$ cat config.mk
export PLATFORM = sky130hd
export DESIGN_NAME = blum_blum_shub_generator_top_flat
export DESIGN_NICKNAME = d
export VERILOG_FILES = /design/src/hw/rtl/bbs_pkg.sv /design/src/hw/rtl/bbs_if.sv /design/src/hw/rtl/bbs_datapath.sv /design/src/hw/rtl/bbs_ctrl.sv /design/src/hw/rtl/blum_blum_shub_generator_top.sv /design/src/flat_wrapper.sv
export VERILOG_INCLUDE_DIRS = /design/src /design/src/hw/rtl
export SDC_FILE = /design/constraint.sdc
export NUM_CORES = 1
export LEC_CHECK = 0
export ABC_AREA = 1
export BUFFER_PORTS_ARGS = -buffer_cell sky130_fd_sc_hd__buf_2
export CAP_MARGIN = 20
export CORE_MARGIN = 4
export CORE_UTILIZATION = 35
export DETAILED_ROUTE_END_ITERATION = 10
export PLACE_DENSITY = 0.55
export SYNTH_ARGS = -nofsm -noshare
export SYNTH_HDL_FRONTEND = slang
export SYNTH_SLANG_ARGS = --single-unit
$ cat constraint.sdc
create_clock -name clk_i -period 4.8 [get_ports clk_i]
set_clock_uncertainty 0.05 [all_clocks]
set_input_delay 0.96 -clock clk_i [delete_from_list [all_inputs] [get_ports clk_i]]
set_output_delay 0.96 -clock clk_i [all_outputs]
set_load 0.02 [all_outputs]
$ cat src/hw/rtl/blum_blum_shub_generator_top_assert.svh
// assertion macros for the blum blum shub generator
// plain text macros, no dependencies
`ifndef BLUM_BLUM_SHUB_GENERATOR_TOP_ASSERT_SVH
`define BLUM_BLUM_SHUB_GENERATOR_TOP_ASSERT_SVH

// same-cycle implication, disabled while reset is low
`define BBS_ASSERT_NOW(lbl, clk, rst_n, ante, cons, msg) \
  lbl: assert property (@(posedge clk) disable iff (!rst_n) (ante) |-> (cons)) \
    else $error(msg);

// next-cycle implication, disabled while reset is low
`define BBS_ASSERT_NEXT(lbl, clk, rst_n, ante, cons, msg) \
  lbl: assert property (@(posedge clk) disable iff (!rst_n) (ante) |=> (cons)) \
    else $error(msg);

`endif

$ cat src/hw/rtl/bbs_pkg.sv
// shared types and constants of the blum blum shub generator
// no dependencies
package bbs_pkg;

  localparam int unsigned APB_ADDR_W = 4;
  localparam int unsigned APB_DATA_W = 64;

  // register index, taken from paddr bit 3 (registers sit at 8*i)
  localparam logic [0:0] REG_MODULUS = 1'b0;
  localparam logic [0:0] REG_SEED    = 1'b1;

  localparam logic [63:0] MODULUS_RESET = 64'd512504565321;
  localparam logic [63:0] SEED_RESET    = 64'd496880664266;

  // controller to datapath
  typedef struct packed {
    logic load;     // take a new value at request accept
    logic restart;  // load from seed instead of keeping current value
    logic clear;    // modulus below two, next value is zero
    logic init;     // clear accumulator, preset bit counter
    logic step;     // one shift-add-reduce step
    logic reduce;   // step reduces the value instead of squaring it
  } bbs_cmd_t;

  // datapath to controller
  typedef struct packed {
    logic n_small;   // modulus is zero or one
    logic x_ge_n;    // current value not below modulus
    logic cnt_zero;  // last bit of the scan
  } bbs_status_t;

endpackage

$ cat src/hw/rtl/bbs_if.sv
// request and response channel interfaces of the blum blum shub generator
// no dependencies
interface bbs_req_if;
  logic valid;
  logic ready;
  logic restart;

  modport source (output valid, output restart, input ready);
  modport sink (input valid, input restart, output ready);
endinterface

interface bbs_rsp_if #(
  parameter int unsigned VALUE_WIDTH = 40
);
  logic                   valid;
  logic                   ready;
  logic [VALUE_WIDTH-1:0] random_value;

  modport source (output valid, output random_value, input ready);
  modport sink (input valid, input random_value, output ready);
endinterface

$ cat src/hw/rtl/bbs_datapath.sv
// value register and shared shift-add-reduce unit
// depends on bbs_pkg
module bbs_datapath #(
  parameter int unsigned VALUE_WIDTH = 40
) (
  input  logic                    clk_i,
  input  logic                    rst_ni,
  input  bbs_pkg::bbs_cmd_t       cmd_i,
  input  logic [VALUE_WIDTH-1:0]  modulus_i,
  input  logic [VALUE_WIDTH-1:0]  seed_i,
  output bbs_pkg::bbs_status_t    status_o,
  output logic [VALUE_WIDTH-1:0]  emit_value_o
);

  localparam int unsigned CNT_W = $clog2(VALUE_WIDTH);
  localparam int unsigned T_W   = VALUE_WIDTH + 2;
  localparam logic [CNT_W-1:0] CNT_MAX = CNT_W'(VALUE_WIDTH - 1);

  logic [VALUE_WIDTH-1:0] cur_q, cur_d;
  logic [VALUE_WIDTH-1:0] acc_q, acc_d;
  logic [CNT_W-1:0]       cnt_q, cnt_d;

  logic                   scan_bit;
  logic [T_W-1:0]         addend;
  logic [T_W-1:0]         sum;
  logic [T_W-1:0]         n1;
  logic [T_W-1:0]         n2;
  logic [VALUE_WIDTH-1:0] step_res;

  assign emit_value_o = cmd_i.restart ? seed_i : cur_q;

  // sum = 2*acc + addend stays below 3n, so at most two subtractions of n
  assign scan_bit = cur_q[cnt_q];
  assign n1       = {2'b00, modulus_i};
  assign n2       = {1'b0, modulus_i, 1'b0};

  always_comb begin
    if (cmd_i.reduce) begin
      addend = {{(T_W-1){1'b0}}, scan_bit};
    end else if (scan_bit) begin
      addend = {2'b00, cur_q};
    end else begin
      addend = '0;
    end
    sum = {1'b0, acc_q, 1'b0} + addend;
    if (sum >= n2) begin
      step_res = VALUE_WIDTH'(sum - n2);
    end else if (sum >= n1) begin
      step_res = VALUE_WIDTH'(sum - n1);
    end else begin
      step_res = sum[VALUE_WIDTH-1:0];
    end
  end

  assign status_o.n_small  = (modulus_i[VALUE_WIDTH-1:1] == '0);
  assign status_o.x_ge_n   = (cur_q >= modulus_i);
  assign status_o.cnt_zero = (cnt_q == '0);

  always_comb begin
    cur_d = cur_q;
    acc_d = acc_q;
    cnt_d = cnt_q;
    if (cmd_i.load) begin
      cur_d = emit_value_o;
    end
    if (cmd_i.clear) begin
      cur_d = '0;
    end
    if (cmd_i.init) begin
      acc_d = '0;
      cnt_d = CNT_MAX;
    end
    if (cmd_i.step) begin
      if (cnt_q == '0) begin
        cur_d = step_res;
        acc_d = '0;
        cnt_d = CNT_MAX;
      end else begin
        acc_d = step_res;
        cnt_d = cnt_q - 1'b1;
      end
    end
  end

  always_ff @(posedge clk_i or negedge rst_ni) begin
    if (!rst_ni) begin
      cur_q <= bbs_pkg::SEED_RESET[VALUE_WIDTH-1:0];
      cnt_q <= CNT_MAX;
    end else begin
      cur_q <= cur_d;
      cnt_q <= cnt_d;
    end
  end

  always_ff @(posedge clk_i) begin
    acc_q <= acc_d;
  end

endmodule

$ cat src/hw/rtl/bbs_ctrl.sv
// sequencer for load, optional reduction and bit-serial modular squaring
// depends on bbs_pkg
module bbs_ctrl (
  input  logic                 clk_i,
  input  logic                 rst_ni,
  input  logic                 req_valid_i,
  input  logic                 req_restart_i,
  input  logic                 out_free_i,
  input  bbs_pkg::bbs_status_t status_i,
  output logic                 req_ready_o,
  output bbs_pkg::bbs_cmd_t    cmd_o
);

  localparam logic [1:0] ST_IDLE   = 2'd0;
  localparam logic [1:0] ST_CHECK  = 2'd1;
  localparam logic [1:0] ST_REDUCE = 2'd2;
  localparam logic [1:0] ST_SQUARE = 2'd3;

  logic [1:0] state_q, state_d;

  assign req_ready_o = (state_q == ST_IDLE) && out_free_i;

  always_comb begin
    state_d = state_q;
    cmd_o   = '0;
    case (state_q)
      ST_IDLE: begin
        if (req_valid_i && req_ready_o) begin
          cmd_o.load    = 1'b1;
          cmd_o.restart = req_restart_i;
          state_d       = ST_CHECK;
        end
      end
      ST_CHECK: begin
        if (status_i.n_small) begin
          cmd_o.clear = 1'b1;
          state_d     = ST_IDLE;
        end else begin
          cmd_o.init = 1'b1;
          state_d    = status_i.x_ge_n ? ST_REDUCE : ST_SQUARE;
        end
      end
      ST_REDUCE: begin
        cmd_o.step   = 1'b1;
        cmd_o.reduce = 1'b1;
        if (status_i.cnt_zero) begin
          state_d = ST_SQUARE;
        end
      end
      ST_SQUARE: begin
        cmd_o.step = 1'b1;
        if (status_i.cnt_zero) begin
          state_d = ST_IDLE;
        end
      end
      default: begin
        state_d = ST_IDLE;
      end
    endcase
  end

  always_ff @(posedge clk_i or negedge rst_ni) begin
    if (!rst_ni) begin
      state_q <= ST_IDLE;
    end else begin
      state_q <= state_d;
    end
  end

endmodule

$ cat src/hw/rtl/blum_blum_shub_generator_top.sv
// blum blum shub generator top: apb registers, response register, ctrl and datapath
// response: the beat is registered, valid in the cycle after its request beat is accepted
// requests: a new request is taken only when idle and the response register is free, never
//   during the one-bit-a-cycle modular squaring loop or its reduction pass (value not below modulus)
// reset: async active low, registers and current value take their reset values at once
// depends on bbs_pkg, bbs_if, bbs_ctrl, bbs_datapath and the assertion header
module blum_blum_shub_generator_top #(
  parameter int unsigned VALUE_WIDTH = 40
) (
  input  logic                              clk_i,
  input  logic                              rst_ni,
  bbs_req_if.sink                           req_i,
  bbs_rsp_if.source                         rsp_o,
  input  logic                              psel_i,
  input  logic                              penable_i,
  input  logic                              pwrite_i,
  input  logic [bbs_pkg::APB_ADDR_W-1:0]    paddr_i,
  input  logic [bbs_pkg::APB_DATA_W-1:0]    pwdata_i,
  output logic [bbs_pkg::APB_DATA_W-1:0]    prdata_o,
  output logic                              pready_o
);

`include "blum_blum_shub_generator_top_assert.svh"

  // configuration registers, masked to the value width
  logic [VALUE_WIDTH-1:0] modulus_q;
  logic [VALUE_WIDTH-1:0] seed_q;
  logic                   cfg_wr;
  logic [0:0]             cfg_idx;

  // response register parts the request side from a stalled sink
  logic                   rsp_valid_q;
  logic [VALUE_WIDTH-1:0] rsp_data_q;
  logic                   out_free;
  logic                   req_fire;

  bbs_pkg::bbs_cmd_t      cmd;
  bbs_pkg::bbs_status_t   status;
  logic [VALUE_WIDTH-1:0] emit_value;

  // apb: no wait states, register index from address bit 3
  assign pready_o = 1'b1;
  assign cfg_idx  = paddr_i[3];
  assign cfg_wr   = psel_i && penable_i && pwrite_i;

  always_comb begin
    case (cfg_idx)
      bbs_pkg::REG_MODULUS: prdata_o = bbs_pkg::APB_DATA_W'(modulus_q);
      bbs_pkg::REG_SEED:    prdata_o = bbs_pkg::APB_DATA_W'(seed_q);
      default:              prdata_o = '0;
    endcase
  end

  always_ff @(posedge clk_i or negedge rst_ni) begin
    if (!rst_ni) begin
      modulus_q <= bbs_pkg::MODULUS_RESET[VALUE_WIDTH-1:0];
      seed_q    <= bbs_pkg::SEED_RESET[VALUE_WIDTH-1:0];
    end else if (cfg_wr) begin
      case (cfg_idx)
        bbs_pkg::REG_MODULUS: modulus_q <= pwdata_i[VALUE_WIDTH-1:0];
        bbs_pkg::REG_SEED:    seed_q    <= pwdata_i[VALUE_WIDTH-1:0];
        default: ;
      endcase
    end
  end

  // a new request may enter while the previous beat drains this cycle
  assign out_free = !rsp_valid_q || rsp_o.ready;
  assign req_fire = req_i.valid && req_i.ready;

  bbs_ctrl u_ctrl (
    .clk_i         (clk_i),
    .rst_ni        (rst_ni),
    .req_valid_i   (req_i.valid),
    .req_restart_i (req_i.restart),
    .out_free_i    (out_free),
    .status_i      (status),
    .req_ready_o   (req_i.ready),
    .cmd_o         (cmd)
  );

  bbs_datapath #(
    .VALUE_WIDTH (VALUE_WIDTH)
  ) u_datapath (
    .clk_i        (clk_i),
    .rst_ni       (rst_ni),
    .cmd_i        (cmd),
    .modulus_i    (modulus_q),
    .seed_i       (seed_q),
    .status_o     (status),
    .emit_value_o (emit_value)
  );

  // the emitted beat is the value before squaring, captured at accept
  always_ff @(posedge clk_i or negedge rst_ni) begin
    if (!rst_ni) begin
      rsp_valid_q <= 1'b0;
    end else if (req_fire) begin
      rsp_valid_q <= 1'b1;
    end else if (rsp_o.ready) begin
      rsp_valid_q <= 1'b0;
    end
  end

  always_ff @(posedge clk_i) begin
    if (req_fire) begin
      rsp_data_q <= emit_value;
    end
  end

  assign rsp_o.valid        = rsp_valid_q;
  assign rsp_o.random_value = rsp_data_q;

  // a request never overwrites a response beat that is still stalled
  `BBS_ASSERT_NOW(a_no_overwrite, clk_i, rst_ni, req_fire, (!rsp_valid_q || rsp_o.ready), "request accepted over a stalled response")
  // every accepted request shows its response beat in the next cycle
  `BBS_ASSERT_NEXT(a_rsp_follows, clk_i, rst_ni, req_fire, rsp_valid_q, "response beat missing after request")
  // the squaring run blocks further requests right after an accept
  `BBS_ASSERT_NEXT(a_busy_after_accept, clk_i, rst_ni, req_fire, !req_i.ready, "ready high while squaring")

endmodule

$ cat src/flat_wrapper.sv
// flat-port wrapper written by rule: the top's interface ports become plain ports
module blum_blum_shub_generator_top_flat 
#(
  parameter int unsigned VALUE_WIDTH = 40
)
  (clk_i, rst_ni, psel_i, penable_i, pwrite_i, paddr_i, pwdata_i, prdata_o, pready_o, req_i_valid, req_i_restart, req_i_ready, rsp_o_valid, rsp_o_random_value, rsp_o_ready);
  bbs_req_if req_i_i ();
  bbs_rsp_if #(.VALUE_WIDTH(VALUE_WIDTH)) rsp_o_i ();
  input  logic clk_i;
  input  logic rst_ni;
  input  logic psel_i;
  input  logic penable_i;
  input  logic pwrite_i;
  input  logic [bbs_pkg::APB_ADDR_W-1:0] paddr_i;
  input  logic [bbs_pkg::APB_DATA_W-1:0] pwdata_i;
  output logic [bbs_pkg::APB_DATA_W-1:0] prdata_o;
  output logic pready_o;
  input wire logic [$bits(req_i_i.valid)-1:0] req_i_valid;
  input wire logic [$bits(req_i_i.restart)-1:0] req_i_restart;
  output wire logic [$bits(req_i_i.ready)-1:0] req_i_ready;
  output wire logic [$bits(rsp_o_i.valid)-1:0] rsp_o_valid;
  output wire logic [$bits(rsp_o_i.random_value)-1:0] rsp_o_random_value;
  input wire logic [$bits(rsp_o_i.ready)-1:0] rsp_o_ready;
  assign req_i_i.valid = req_i_valid;
  assign req_i_i.restart = req_i_restart;
  assign req_i_ready = req_i_i.ready;
  assign rsp_o_valid = rsp_o_i.valid;
  assign rsp_o_random_value = rsp_o_i.random_value;
  assign rsp_o_i.ready = rsp_o_ready;
  blum_blum_shub_generator_top #(.VALUE_WIDTH(VALUE_WIDTH)) u_core (.clk_i(clk_i), .rst_ni(rst_ni), .req_i(req_i_i), .rsp_o(rsp_o_i), .psel_i(psel_i), .penable_i(penable_i), .pwrite_i(pwrite_i), .paddr_i(paddr_i), .pwdata_i(pwdata_i), .prdata_o(prdata_o), .pready_o(pready_o));
endmodule
==> flow_summary.ini <==
[run_status]
outcome = finished with violations
failed_checks = negative setup slack

[grt]
grt_pass1_wl_um = 136000
grt_antenna_before_repair = 1
grt_overflow_total = 0
grt_pass1_vias = 22600
grt_max_degree = 67
track_usage_pct = 30.1

[detailed_routing]
drc = 0
vias = 24000
ant_nets = 0
viasPerCell = 5.20
drt-total-wl_um = 96900
drtPass1Iterations = 6
drtIter0Drc = 2204
wl_per_cell_um = 21.0

[synthesis]
syn_inst = 3047
synth_edf_count = 80
synth_area_per_cell_um2 = 6.54
synth_xor_area_share_pct = 3.82
yosys.area_share.simple_pct = 32.6
synth_top_family_by_area = simple AND/OR/NAND/NOR gates
ys_seq_area_share_pct = 28.7
ys_top_cells_by_count = 948 x nand2_1, 367 x inv_1, 286 x nor2_1
synth.area.top_cells = nand2_1 18%, edfxtp_1 12%, ha_1 10%
synth-compound-area-share_pct = 14.5
synth-main-ff-cell = edfxtp_1
syn_area_mm2 = 0.0199
synth.most_common_cell = nand2_1
synth_top_area_share_pct = 17.9
synth_area_leader_cell = nand2_1
synth-seq-cells = 209
async_flop_share_pct = 61.7
ys_types = 51
synth_mux_area_share_pct = 0.0565
yosys_warnings = 0
synth_fa_ha_area_share_pct = 10.4

[floorplanning]
dieHeight_um = 247
row_count = 87
top_level_ports = 183
die-area_mm2 = 0.0608
die_w_um = 247
core_area_mm2 = 0.0564
initial_utilization_pct = 35.3

[timing]
post-route-min-period_ns = 5.78
hold-worst-slack_ns = 0.325
slew_violations = 0
min_period_over_period_pct = 120
setup_viol = 80
worst_pin_slew_ns = 1.03
rsz0062_at_grt = yes
max_clock_freq_mhz = 173
layout_setup_ws_ns = -0.981
finalHoldViolCount = 0
relSlewSlack_pct = 30.7

[clock_tree]
root_buffer = clkbuf_16
clockBufferDepth = 3
clkTransAtPathRegs_ns = 0.06
cts_tree = yes
clkSinkCount = 209
cts.htree.levels = 1
hold_buffers = 0
cts-buffers-inserted = 27
clock_latency_ns = 0.60

[worst_setup_path]
cpPeakStageDelay_ns = 0.59
slowest_stage = dfstp_2
arrival_ns = 6.20
crit_top_cell = nand2_1
startpoint = u_core.u_datapath.cnt_q[0]
startpoint_type = register
reg2reg_from = u_core.u_datapath.cnt_q[0]
cp-end-kind = register
r2r_cells = 43
criticalPathCategory = reg -> reg
critPathMaxFanout = 9
cp.required_ns = 5.22

[placed_design]
hpwl_um = 77800
place_ws_ns = -1.11
io_buffers = 130
place.gp.congestion = 1.05

[run]
cap_violations = 0

[cells_and_area]
drive_gt1_share_pct = 37.8
regArea_mm2 = 0.00571
nets = 4079
n_fill_cell = 5627
multiInputGateArea_mm2 = 0.0148
area_growth_pct = 52.3

[min_path]
min_path_type = in -> async
per-layer routing:
metal	vias to the layer above	GRT usage [%]	wire [um]
li1	11500	-	-
met1	11200	40.3	40200
met2	1019	47.0	42600
met3	228	5.83	8560
met4	0	13.8	5560
met5	-	0	0
metrics by stage:
stage / cell area [um2] / setup TNS (ns) / std cells / util, %
after detailed placement: 26200 / -79.99 / 4503 / 46.4
final: 30300 / -71.31 / 4617 / 53.8
after floorplan: 20000 / 0 / 3070 / -
after global routing: 30300 / -87.88 / 4616 / 53.8
after global placement: 26200 / -79.28 / 4503 / 46.4
after CTS: 28500 / -56.05 / 4581 / 50.5
state kept, by name, summed over array words and instances, names as in the netlist, named ones only:
| signal | flops |
|---|---|
| u_core.modulus_q | 40 |
| u_core.rsp_o.random_value | 40 |
| u_core.seed_q | 40 |
| u_core.u_datapath.acc_q | 40 |
| u_core.u_datapath.cur_q | 40 |
| u_core.u_datapath.cnt_q | 6 |
| u_core.rsp_o.valid | 1 |
| u_core.u_ctrl.state_q | 1 |
worst max-delay path: cells and delay by family, from the launching register on:
| family | cells | cell delay, ns |
|---|---|---|
| DFF | 1 | 0.59 |
| adders and majority gates | 2 | 0.68 |
| AOI/OAI and AO/OA | 1 | 0.25 |
| buffers and inverters | 11 | 1.37 |
| xor gates and xnor gates | 1 | 0.20 |
| and+or+nand+nor | 28 | 2.48 |
kinds of logic after synthesis:
family,after synthesis
flops,209
other cells,2
mux,1
fa+ha+maj,164
compound gates,534
xor+xnor,87
simple gates,1571
buf+inv,479
worst paths after layout:
path	to	slack [ns]
max in group asynchronous	u_core.modulus_q[32]	3.41
worst min register to register	u_core.modulus_q[2]	0.43
worst max register to register	u_core.u_datapath.cur_q[14]	-0.98
worst min-delay path	u_core.modulus_q[12]	0.33
worst max-delay path	u_core.u_datapath.cur_q[14]	-0.98
min in group clk_i	u_core.modulus_q[2]	0.43
cell usage in the layout (no fill, tap or decap), types with 33 or more instances in the layout:
cell type	instances
a21oi_1	179
a21oi_2	57
buf_2	129
buf_4	676
clkbuf_16	33
dfrtp_1	62
dfstp_2	67
edfxtp_1	80
ha_1	97
ha_4	59
inv_1	351
nand2_1	783
nand2_2	142
nand3_1	169
nand4_1	41
nor2_1	208
nor2_2	61
o21ai_0	180
xor2_1	58
repair_timing:
action / in CTS / in global routing
resized for setup: 241 / 363
cloned: 4 / 6
endpoints found under the setup margin: 80 / 80
pin swaps: 41 / 136
setup buffers: 24 / 33
area by class of cell:
class,instances,area share (%)
sequential,209,18.8
timing repair buffer,849,21.5
tap,756,3.12
inverter,370,4.60
clock buffer,40,2.62
clock inverter,10,0.445
antenna,1,0.00825
multi-input combinational,2382,48.9
Power is not shown: default switching activity piles up to over one toggle a cycle in this logic, so the estimate is an artifact.
